--- src/hw/rtl/brm_pkg.sv ---
`default_nettype none
// ----------------------------------------------------------------------------
// brm_pkg
// Shared types and constants of the bivariate running moments core.
// ----------------------------------------------------------------------------
package brm_pkg;

  localparam int SAMPLE_W = 24;
  localparam int DELTA_W  = 25;
  localparam int PROD_W   = 50;
  localparam int VAR_W    = 48;
  localparam int COM_W    = 64;
  localparam int DIV_DW   = 64;
  localparam int DIV_CNT_W = 6;

  typedef enum logic [3:0] {
    ST_IDLE,
    ST_MEAN,
    ST_MEAN_W,
    ST_VAR,
    ST_VAR_W,
    ST_SQ,
    ST_SQ_DIV,
    ST_SQ_W,
    ST_TERM,
    ST_TERM_ACC,
    ST_COV,
    ST_COV_W,
    ST_DONE
  } brm_state_t;

  typedef struct packed {
    logic busy;
    logic done;
  } brm_div_stat_t;

endpackage
`default_nettype wire

--- src/hw/rtl/brm_div.sv ---
`default_nettype none
// ----------------------------------------------------------------------------
// brm_div
// Restoring unsigned divider, one quotient bit per cycle, 64-bit dividend.
// ----------------------------------------------------------------------------
module brm_div
  import brm_pkg::*;
#(
  parameter int DIV_W = 16
) (
  input  wire logic                clk,
  input  wire logic                rst_n,
  input  wire logic                start,
  input  wire logic [DIV_DW-1:0]   dividend,
  input  wire logic [DIV_W-1:0]    divisor,
  output brm_div_stat_t            stat,
  output logic [DIV_DW-1:0]        quotient
);

  logic                 busy_r, busy_nxt;
  logic                 done_r, done_nxt;
  logic [DIV_CNT_W-1:0] cnt_r, cnt_nxt;
  logic [DIV_DW-1:0]    dvd_r, dvd_nxt;
  logic [DIV_W-1:0]     rem_r, rem_nxt;
  logic [DIV_W-1:0]     dsr_r, dsr_nxt;
  logic [DIV_W:0]       rem_sh;
  logic [DIV_W:0]       rem_sub;
  logic                 ge;

  always_comb begin
    rem_sh  = {rem_r, dvd_r[DIV_DW-1]};
    rem_sub = rem_sh - {1'b0, dsr_r};
    ge      = rem_sh >= {1'b0, dsr_r};
    busy_nxt = busy_r;
    done_nxt = 1'b0;
    cnt_nxt  = cnt_r;
    dvd_nxt  = dvd_r;
    rem_nxt  = rem_r;
    dsr_nxt  = dsr_r;
    if (busy_r) begin
      // quotient bits shift in where dividend bits leave
      dvd_nxt = {dvd_r[DIV_DW-2:0], ge};
      rem_nxt = ge ? rem_sub[DIV_W-1:0] : rem_sh[DIV_W-1:0];
      cnt_nxt = cnt_r - 1'b1;
      if (cnt_r == '0) begin
        busy_nxt = 1'b0;
        done_nxt = 1'b1;
      end
    end else if (start) begin
      busy_nxt = 1'b1;
      cnt_nxt  = '1;
      dvd_nxt  = dividend;
      rem_nxt  = '0;
      dsr_nxt  = divisor;
    end
  end

  always_ff @(posedge clk) begin
    if (!rst_n) begin
      busy_r <= 1'b0;
      done_r <= 1'b0;
      cnt_r  <= '0;
    end else begin
      busy_r <= busy_nxt;
      done_r <= done_nxt;
      cnt_r  <= cnt_nxt;
    end
    dvd_r <= dvd_nxt;
    rem_r <= rem_nxt;
    dsr_r <= dsr_nxt;
  end

  assign stat.busy = busy_r;
  assign stat.done = done_r;
  assign quotient  = dvd_r;

  a_done_after_busy: assert property (@(posedge clk) disable iff (!rst_n)
    done_r |-> $past(busy_r))
    else $error("divider done without a running division");

endmodule
`default_nettype wire

--- src/hw/rtl/brm_mul.sv ---
`default_nettype none
// ----------------------------------------------------------------------------
// brm_mul
// Shared signed 25 x 25 multiplier with registered product.
// ----------------------------------------------------------------------------
module brm_mul
  import brm_pkg::*;
(
  input  wire logic                      clk,
  input  wire logic signed [DELTA_W-1:0] op_a,
  input  wire logic signed [DELTA_W-1:0] op_b,
  output logic signed [PROD_W-1:0]       prod
);

  logic signed [PROD_W-1:0] prod_r;

  always_ff @(posedge clk) begin
    prod_r <= op_a * op_b;
  end

  assign prod = prod_r;

endmodule
`default_nettype wire

--- src/hw/rtl/bivariate_running_moments_core.sv ---
`default_nettype none
// ----------------------------------------------------------------------------
// bivariate_running_moments_core
// Welford running count, means, sample variances and covariance of pairs.
// ----------------------------------------------------------------------------
// channel | direction | handshake            | payload
// in      | input     | in_valid / in_ready  | in_sample_a, in_sample_b
// out     | output    | out_valid/out_ready  | count, means, variances, cov, flag
//
// one item takes up to seven divisions on the shared 1-bit-per-cycle divider,
// plus sequencer steps; only two divisions when count is 1
// in_ready is high only while the sequencer is idle
// a finished result waits in the output register; the next item may enter then
// synchronous active-low reset clears all statistics, no clearing pass
// ----------------------------------------------------------------------------
module bivariate_running_moments_core
  import brm_pkg::*;
#(
  parameter int COUNT_BITS = 16
) (
  input  wire logic                        clk,
  input  wire logic                        rst_n,
  input  wire logic                        in_valid,
  output logic                             in_ready,
  input  wire logic signed [SAMPLE_W-1:0]  in_sample_a,
  input  wire logic signed [SAMPLE_W-1:0]  in_sample_b,
  output logic                             out_valid,
  input  wire logic                        out_ready,
  output logic [15:0]                      out_sample_count,
  output logic signed [SAMPLE_W-1:0]       out_mean_a,
  output logic signed [SAMPLE_W-1:0]       out_mean_b,
  output logic [VAR_W-1:0]                 out_variance_a,
  output logic [VAR_W-1:0]                 out_variance_b,
  output logic signed [VAR_W-1:0]          out_covariance,
  output logic                             out_overflow_flag
);

  localparam logic signed [COM_W:0] COM_MAX = {2'b00, {(COM_W-1){1'b1}}};
  localparam logic signed [COM_W:0] COM_MIN = -COM_MAX;
  localparam logic [DIV_DW-1:0] COV_POS = {{(DIV_DW-VAR_W+1){1'b0}}, {(VAR_W-1){1'b1}}};
  localparam logic [DIV_DW-1:0] COV_NEG = COV_POS + 1'b1;

  brm_state_t state_r, state_nxt;
  logic sel_r, sel_nxt;
  logic signed [SAMPLE_W-1:0] a_r, a_nxt, b_r, b_nxt;
  logic [COUNT_BITS-1:0] count_r, count_nxt;
  logic signed [SAMPLE_W-1:0] mean_a_r, mean_a_nxt, mean_b_r, mean_b_nxt;
  logic [VAR_W-1:0] var_a_r, var_a_nxt, var_b_r, var_b_nxt;
  logic signed [COM_W-1:0] com_r, com_nxt;
  logic sat_r, sat_nxt;
  logic signed [DELTA_W-1:0] d_r, d_nxt;
  logic [VAR_W-1:0] v_r, v_nxt;
  logic signed [VAR_W-1:0] cov_r, cov_nxt;
  logic out_valid_r, out_valid_nxt;
  logic [15:0] o_cnt_r, o_cnt_nxt;
  logic signed [SAMPLE_W-1:0] o_ma_r, o_ma_nxt, o_mb_r, o_mb_nxt;
  logic [VAR_W-1:0] o_va_r, o_va_nxt, o_vb_r, o_vb_nxt;
  logic signed [VAR_W-1:0] o_cov_r, o_cov_nxt;
  logic o_sat_r, o_sat_nxt;

  logic                  div_start;
  logic [DIV_DW-1:0]     div_dvd;
  logic [COUNT_BITS-1:0] div_dsr;
  brm_div_stat_t         div_stat;
  logic [DIV_DW-1:0]     div_q;
  logic signed [DELTA_W-1:0] mul_a, mul_b;
  logic signed [PROD_W-1:0]  prod;

  logic signed [DELTA_W-1:0] d_cur;
  logic [DELTA_W-1:0]        d_mag;
  logic signed [SAMPLE_W-1:0] mean_sel;
  logic [VAR_W-1:0]          var_sel;
  logic signed [DELTA_W:0]   mean_upd;
  logic [VAR_W+1:0]          var_sum;
  logic signed [COM_W:0]     com_sum;
  logic [COM_W-1:0]          com_mag;
  logic [31:0]               cnt_ext;
  logic signed [VAR_W-1:0]   cov_val;
  logic                      cov_sat;
  logic                      n_gt1;

  brm_div #(.DIV_W(COUNT_BITS)) u_div (
    .clk      (clk),
    .rst_n    (rst_n),
    .start    (div_start),
    .dividend (div_dvd),
    .divisor  (div_dsr),
    .stat     (div_stat),
    .quotient (div_q)
  );

  brm_mul u_mul (
    .clk  (clk),
    .op_a (mul_a),
    .op_b (mul_b),
    .prod (prod)
  );

  always_comb begin
    mean_sel = sel_r ? mean_b_r : mean_a_r;
    var_sel  = sel_r ? var_b_r : var_a_r;
    d_cur    = sel_r ? (DELTA_W'(b_r) - DELTA_W'(mean_b_r))
                     : (DELTA_W'(a_r) - DELTA_W'(mean_a_r));
    d_mag    = d_cur[DELTA_W-1] ? DELTA_W'(-d_cur) : DELTA_W'(d_cur);
    mean_upd = (DELTA_W+1)'(mean_sel) + (d_r[DELTA_W-1] ? -(DELTA_W+1)'(div_q[DELTA_W-1:0])
                                                         : (DELTA_W+1)'(div_q[DELTA_W-1:0]));
    var_sum  = (VAR_W+2)'(v_r) + (VAR_W+2)'(div_q[VAR_W:0]);
    com_sum  = (COM_W+1)'(com_r) + (COM_W+1)'(prod);
    com_mag  = com_r[COM_W-1] ? COM_W'(-com_r) : COM_W'(com_r);
    n_gt1    = count_r > COUNT_BITS'(1);
    cnt_ext  = 32'(count_r);
    cov_sat  = com_r[COM_W-1] ? (div_q > COV_NEG) : (div_q > COV_POS);
    if (com_r[COM_W-1]) begin
      cov_val = cov_sat ? {1'b1, {(VAR_W-1){1'b0}}} : VAR_W'(-div_q);
    end else begin
      cov_val = cov_sat ? {1'b0, {(VAR_W-1){1'b1}}} : VAR_W'(div_q);
    end

    state_nxt  = state_r;
    sel_nxt    = sel_r;
    a_nxt      = a_r;
    b_nxt      = b_r;
    count_nxt  = count_r;
    mean_a_nxt = mean_a_r;
    mean_b_nxt = mean_b_r;
    var_a_nxt  = var_a_r;
    var_b_nxt  = var_b_r;
    com_nxt    = com_r;
    sat_nxt    = sat_r;
    d_nxt      = d_r;
    v_nxt      = v_r;
    cov_nxt    = cov_r;
    out_valid_nxt = out_valid_r && !out_ready;
    o_cnt_nxt  = o_cnt_r;
    o_ma_nxt   = o_ma_r;
    o_mb_nxt   = o_mb_r;
    o_va_nxt   = o_va_r;
    o_vb_nxt   = o_vb_r;
    o_cov_nxt  = o_cov_r;
    o_sat_nxt  = o_sat_r;
    div_start  = 1'b0;
    div_dvd    = '0;
    div_dsr    = count_r;
    mul_a      = '0;
    mul_b      = '0;
    in_ready   = 1'b0;

    case (state_r)
      ST_IDLE: begin
        in_ready = 1'b1;
        if (in_valid) begin
          a_nxt   = in_sample_a;
          b_nxt   = in_sample_b;
          sel_nxt = 1'b0;
          if (count_r != '1) begin
            count_nxt = count_r + 1'b1;
          end else begin
            sat_nxt = 1'b1;
          end
          state_nxt = ST_MEAN;
        end
      end
      ST_MEAN: begin
        d_nxt     = d_cur;
        div_start = 1'b1;
        div_dvd   = DIV_DW'(d_mag);
        state_nxt = ST_MEAN_W;
      end
      ST_MEAN_W: begin
        if (div_stat.done) begin
          if (sel_r) mean_b_nxt = SAMPLE_W'(mean_upd);
          else       mean_a_nxt = SAMPLE_W'(mean_upd);
          if (n_gt1)      state_nxt = ST_VAR;
          else if (sel_r) state_nxt = ST_COV;
          else            state_nxt = ST_TERM;
        end
      end
      ST_VAR: begin
        div_start = 1'b1;
        div_dvd   = DIV_DW'(var_sel);
        div_dsr   = count_r - 1'b1;
        state_nxt = ST_VAR_W;
      end
      ST_VAR_W: begin
        if (div_stat.done) begin
          v_nxt     = var_sel - div_q[VAR_W-1:0];
          state_nxt = ST_SQ;
        end
      end
      ST_SQ: begin
        mul_a     = d_r;
        mul_b     = d_r;
        state_nxt = ST_SQ_DIV;
      end
      ST_SQ_DIV: begin
        div_start = 1'b1;
        div_dvd   = DIV_DW'(unsigned'(prod));
        state_nxt = ST_SQ_W;
      end
      ST_SQ_W: begin
        if (div_stat.done) begin
          // variance clamps at the top of its 48-bit range
          if (var_sum[VAR_W+1:VAR_W] != 2'b00) begin
            sat_nxt = 1'b1;
            if (sel_r) var_b_nxt = '1;
            else       var_a_nxt = '1;
          end else begin
            if (sel_r) var_b_nxt = var_sum[VAR_W-1:0];
            else       var_a_nxt = var_sum[VAR_W-1:0];
          end
          state_nxt = sel_r ? ST_COV : ST_TERM;
        end
      end
      ST_TERM: begin
        // new mean of a against the old mean of b
        mul_a     = DELTA_W'(a_r) - DELTA_W'(mean_a_r);
        mul_b     = DELTA_W'(b_r) - DELTA_W'(mean_b_r);
        state_nxt = ST_TERM_ACC;
      end
      ST_TERM_ACC: begin
        if (com_sum > COM_MAX) begin
          com_nxt = COM_W'(COM_MAX);
          sat_nxt = 1'b1;
        end else if (com_sum < COM_MIN) begin
          com_nxt = COM_W'(COM_MIN);
          sat_nxt = 1'b1;
        end else begin
          com_nxt = COM_W'(com_sum);
        end
        sel_nxt   = 1'b1;
        state_nxt = ST_MEAN;
      end
      ST_COV: begin
        if (n_gt1) begin
          div_start = 1'b1;
          div_dvd   = com_mag;
          div_dsr   = count_r - 1'b1;
          state_nxt = ST_COV_W;
        end else begin
          cov_nxt   = '0;
          state_nxt = ST_DONE;
        end
      end
      ST_COV_W: begin
        if (div_stat.done) begin
          cov_nxt = cov_val;
          if (cov_sat) sat_nxt = 1'b1;
          state_nxt = ST_DONE;
        end
      end
      ST_DONE: begin
        if (!out_valid_r || out_ready) begin
          out_valid_nxt = 1'b1;
          o_cnt_nxt = (cnt_ext > 32'h0000FFFF) ? 16'hFFFF : cnt_ext[15:0];
          o_ma_nxt  = mean_a_r;
          o_mb_nxt  = mean_b_r;
          o_va_nxt  = var_a_r;
          o_vb_nxt  = var_b_r;
          o_cov_nxt = cov_r;
          o_sat_nxt = sat_r;
          state_nxt = ST_IDLE;
        end
      end
      default: begin
        state_nxt = ST_IDLE;
      end
    endcase
  end

  always_ff @(posedge clk) begin
    if (!rst_n) begin
      state_r     <= ST_IDLE;
      sel_r       <= 1'b0;
      count_r     <= '0;
      mean_a_r    <= '0;
      mean_b_r    <= '0;
      var_a_r     <= '0;
      var_b_r     <= '0;
      com_r       <= '0;
      sat_r       <= 1'b0;
      out_valid_r <= 1'b0;
    end else begin
      state_r     <= state_nxt;
      sel_r       <= sel_nxt;
      count_r     <= count_nxt;
      mean_a_r    <= mean_a_nxt;
      mean_b_r    <= mean_b_nxt;
      var_a_r     <= var_a_nxt;
      var_b_r     <= var_b_nxt;
      com_r       <= com_nxt;
      sat_r       <= sat_nxt;
      out_valid_r <= out_valid_nxt;
    end
    a_r     <= a_nxt;
    b_r     <= b_nxt;
    d_r     <= d_nxt;
    v_r     <= v_nxt;
    cov_r   <= cov_nxt;
    o_cnt_r <= o_cnt_nxt;
    o_ma_r  <= o_ma_nxt;
    o_mb_r  <= o_mb_nxt;
    o_va_r  <= o_va_nxt;
    o_vb_r  <= o_vb_nxt;
    o_cov_r <= o_cov_nxt;
    o_sat_r <= o_sat_nxt;
  end

  assign out_valid         = out_valid_r;
  assign out_sample_count  = o_cnt_r;
  assign out_mean_a        = o_ma_r;
  assign out_mean_b        = o_mb_r;
  assign out_variance_a    = o_va_r;
  assign out_variance_b    = o_vb_r;
  assign out_covariance    = o_cov_r;
  assign out_overflow_flag = o_sat_r;

  a_sat_sticky: assert property (@(posedge clk) disable iff (!rst_n)
    $past(sat_r) && $past(rst_n) |-> sat_r)
    else $error("saturation flag cleared without reset");

  a_div_idle_start: assert property (@(posedge clk) disable iff (!rst_n)
    div_start |-> !div_stat.busy)
    else $error("division started while divider busy");

  a_count_step: assert property (@(posedge clk) disable iff (!rst_n)
    in_valid && in_ready && count_r != '1 |=> count_r == $past(count_r) + 1'b1)
    else $error("count not advanced on accepted item");

  a_done_load: assert property (@(posedge clk) disable iff (!rst_n)
    state_r == ST_DONE && (!out_valid_r || out_ready) |=> out_valid_r)
    else $error("finished result not presented");

endmodule
`default_nettype wire
--- config.mk ---
export PLATFORM = sky130hd
export DESIGN_NAME = bivariate_running_moments_core
export DESIGN_NICKNAME = d
export VERILOG_FILES = /design/src/hw/rtl/brm_pkg.sv /design/src/hw/rtl/brm_div.sv /design/src/hw/rtl/brm_mul.sv /design/src/hw/rtl/bivariate_running_moments_core.sv
export SDC_FILE = /design/constraint.sdc
export NUM_CORES = 2
export LEC_CHECK = 0
export ABC_CLOCK_PERIOD_IN_PS = 37400
export BUFFER_PORTS_ARGS = -buffer_cell sky130_fd_sc_hd__buf_2
export CORE_MARGIN = 1.5
export CORE_UTILIZATION = 30
export DETAILED_ROUTE_END_ITERATION = 10
export PLACE_DENSITY = 0.5
export SETUP_SLACK_MARGIN = 0.15
export SLEW_MARGIN = 20
export SYNTH_ARGS = -nofsm -noshare
export SYNTH_HDL_FRONTEND = slang
export SYNTH_SLANG_ARGS = --single-unit
--- constraint.sdc ---
create_clock -name clk -period 37.4 [get_ports clk]
set_input_delay 3.74 -clock clk [delete_from_list [all_inputs] [get_ports clk]]
set_output_delay 3.74 -clock clk [all_outputs]
set_load 0.02 [all_outputs]
==> results.tsv <==
stage	metric	value	unit
hold_path	class of the tightest hold or removal check	reg -> reg	
layout	fillers	23438	
detailed_routing	wire per inst	23.11	um
timing	Clock Skews	0.04675	ns
cts	setup bufs post-CTS	0	
cts	CTS Buf Count	86	
layout	final instance area	76280	um2
cts	Sinks on Clock Net	763	
timing	Final period util	29.74	%
setup_path	slowest CP cell	fa_1	
setup_path	Worst setup EP type	flip-flop	
die	Core Rows	175	
grt	largest net degree at the start of global routing	97	
timing	Least-Margin Pin Slew	1.203	ns
cts	clk_lat worst skew	0.74	ns
detailed_routing	Vias/cell	5.302	
setup_path	crit path from	a_r[0]	
detailed_routing	number of DRC markers in iteration 0	5034	
setup_path	CP Launch Type	flip-flop	
place	placed insts	10474	
setup_path	cell mode on critical path	fa_1	
power	leakage	32.88	nW
synth	syn nets	8557	
synth	Avg Cell Area, Syn	9.199	um2
layout	Syn-to-layout area delta	11.38	%
timing	Max Slew Vio Count	0	
setup_path	kind of critical path	reg -> reg	
place	Post-DP Area	73320	um2
grt	first-pass GRT wire length	362.7	mm
hold_path	min-delay src	cov_r[41]	
setup_path	Arrival @ worst endpoint	11.74	ns
die	die width	480.8	um
synth	Synth Cell Area	68480	um2
setup_path	Required @ worst endpoint	38.02	ns
outcome	failing checks	DRC	
setup_path	Worst R2R Start	a_r[0]	
detailed_routing	Pre-antenna DRT Iters	11	
timing	Hold Vio Cnt, Final	0	
power	Max VDD drop	56.56	uV
run	max-cap viol count	0	
timing	RSZ-0062 raised after global routing	no	
synth	synth unique cells	99	
cts	Worst-path clk slew	0.06	ns
layout	share of layout cells above drive strength 1	8.889	%
grt	vias in the first global route	55277	
detailed_routing	Vias	56398	
timing	fmax	89.92	MHz
setup_path	slowest stage delay, CP	0.98	ns
cts	hold_buf cts	0	
die	die area	231200	um2
place	routability cong.	0.9241	
power	Pwr Density	48.64	nW/um2
layout	FF/Latch Area	20030	um2
timing	setup tns final	0	ns
timing	slew margin rel.	19.29	%
cts	CTS tree	built	
synth	Seq/Total Area, Yosys	29.23	%
layout	commonest cells after routing, fill and taps aside	inv_1 (868), nand2_1 (828), nor2_1 (705), fa_1 (665), edfxtp_1 (474)	
cts	root buf cell	clkbuf_16	
die	# IOs	263	
cts	post_cts resized	0	
synth	Gate Count Post-Synth	7445	
detailed_routing	Residual DRC	9	
layout	most common cell after layout, fill and taps aside	inv_1	
die	Placeable Area	227100	um2
die	Die H	480.8	um
layout	Non-Filler Instances	10637	
synth	Seq cells post-synth	763	
setup_path	Crit Path Max Fanout	10	
grt	initial antenna violation count	12	
timing	# setup viols final	0	
grt	gr usage total	20.77	%
cts	maximum clock insertion buffer count	3	
synth	Async S/R FF share, synth	0	%
grt	grt ovf	0	
synth	number of synthesis warnings	0	
layout	NumNets Final	8665	
die	Initial Utilization	30.16	%
layout	Multi-input gate area	44050	um2
cts	htree depth	3	
place	post-detail-place hpwl	192.5	mm
timing	Tmin final	11.12	ns
detailed_routing	Routed WL	245.8	mm
place	port bufs	262	
outcome	status	complete, but fails checks	
detailed_routing	antenna-violating nets left	0	
synth	Synth Flop Type	edfxtp_1	
synth	Post-synth EDFFs	474	
-- synth_stat cells (all sizes together) (39+ instances only) --
library cell / number / area [um2]
a211oi: 137 / 1038
a21o: 119 / 893.4
a21oi: 470 / 2360
a222oi: 46 / 460.4
a31oi: 49 / 321.6
and2: 54 / 337.8
and3: 44 / 275.3
clkbuf: 334 / 1254
dfxtp: 289 / 5786
edfxtp: 474 / 14230
fa: 665 / 13310
ha: 395 / 4942
inv: 870 / 3266
mux2: 56 / 634.4
mux2i: 41 / 410.4
nand2: 828 / 3108
nand2b: 69 / 431.7
nand3: 115 / 575.6
nand4: 62 / 394.1
nor2: 712 / 2673
nor2b: 47 / 294.0
nor3: 85 / 430.4
nor4: 42 / 277.8
o211ai: 39 / 292.8
o21a: 91 / 683.2
o21ai: 318 / 1592
o221ai: 42 / 367.9
o31ai: 40 / 314.0
or3: 61 / 381.6
xnor2: 282 / 2470
xor2: 98 / 858.3
-- state kept, by name, indices dropped and copies added (netlist names), 4 cells and up --
name              flops
mean_b_r             24
u_div.quotient       64
cov_r                48
u_div.dsr_r          16
v_r                  48
mean_a_r             24
a_r                  24
out_mean_a           24
state_r               4
u_div.rem_r          16
d_r                  25
out_covariance       48
var_b_r              48
count_r              16
com_r                64
b_r                  24
u_div.cnt_r           6
u_mul.prod           50
out_variance_a       48
var_a_r              48
out_mean_b           24
out_variance_b       48
out_sample_count     16
-- metrics by stage --
step	setup slack (ns)	total power (W)	hold slack [ns]	utilization (%)
after floorplan	18.51	0.002214	0.4003	-
after global placement	26.29	0.002792	0.4058	32.29
after detailed placement	26.32	0.002805	0.4075	32.29
after CTS	26.22	0.003719	0.4202	33.59
after global routing	25.57	0.003904	0.4278	33.59
final	26.28	0.003710	0.4166	33.59
-- critical path, delay by kind of cell (launching register included) --
kind | cells | cell delay (ns)
fa+ha+maj | 10 | 5.12
xor+xnor | 1 | 0.14
simple gates | 7 | 1.75
buf+inv | 7 | 1.09
compound gates | 10 | 2.53
flops | 1 | 0.36
-- logic make-up after synthesis --
logic type,Yosys count,share of synthesized area (%)
AOI/OAI and AO/OA,1673,16.14
muxes,97,1.526
adders and majority gates,1062,26.68
xor gates and xnor gates,380,4.860
buffers and inverters,1232,6.798
DFF,763,29.23
and+or+nand+nor,2238,14.76
-- power breakdown --
part	switching, W	internal [W]	leakage, nW	total [W]
clock	0.000386	0.000512	1.42	0.000898
sequential	0.000136	0.00103	6.84	0.00117
combinational	0.00112	0.000525	24.6	0.00164
-- metal layers --
layer / vias to the layer above / part of all wire [%] / GRT usage, %
li1: 25824 / - / -
met1: 28263 / 45 / 29.47
met2: 1974 / 45 / 33.06
met3: 335 / 6.1 / 2.046
met4: 2 / 3.3 / 6.643
met5: - / 0.0053 / 0
-- worst paths after layout --
check / endpoint / slack (ns) / cells past startpoint
setup / recovery: u_mul.prod[49] / 26.28 / 35
hold / removal: out_covariance[41] / 0.42 / 0
setup reg to reg: u_mul.prod[49] / 26.28 / 35
hold reg to reg: out_covariance[41] / 0.42 / 0
-- layout make-up --
cell class,count,share of cell area (%)
inverters,871,4.293
well taps,3009,4.936
repair buffers,381,2.890
diodes,1,0.003281
clock inverters,53,0.8152
clock buffers,109,3.058
flip-flops and latches,763,26.26
multi-input cells,5450,57.75
(Power assumes the default switching activity.)
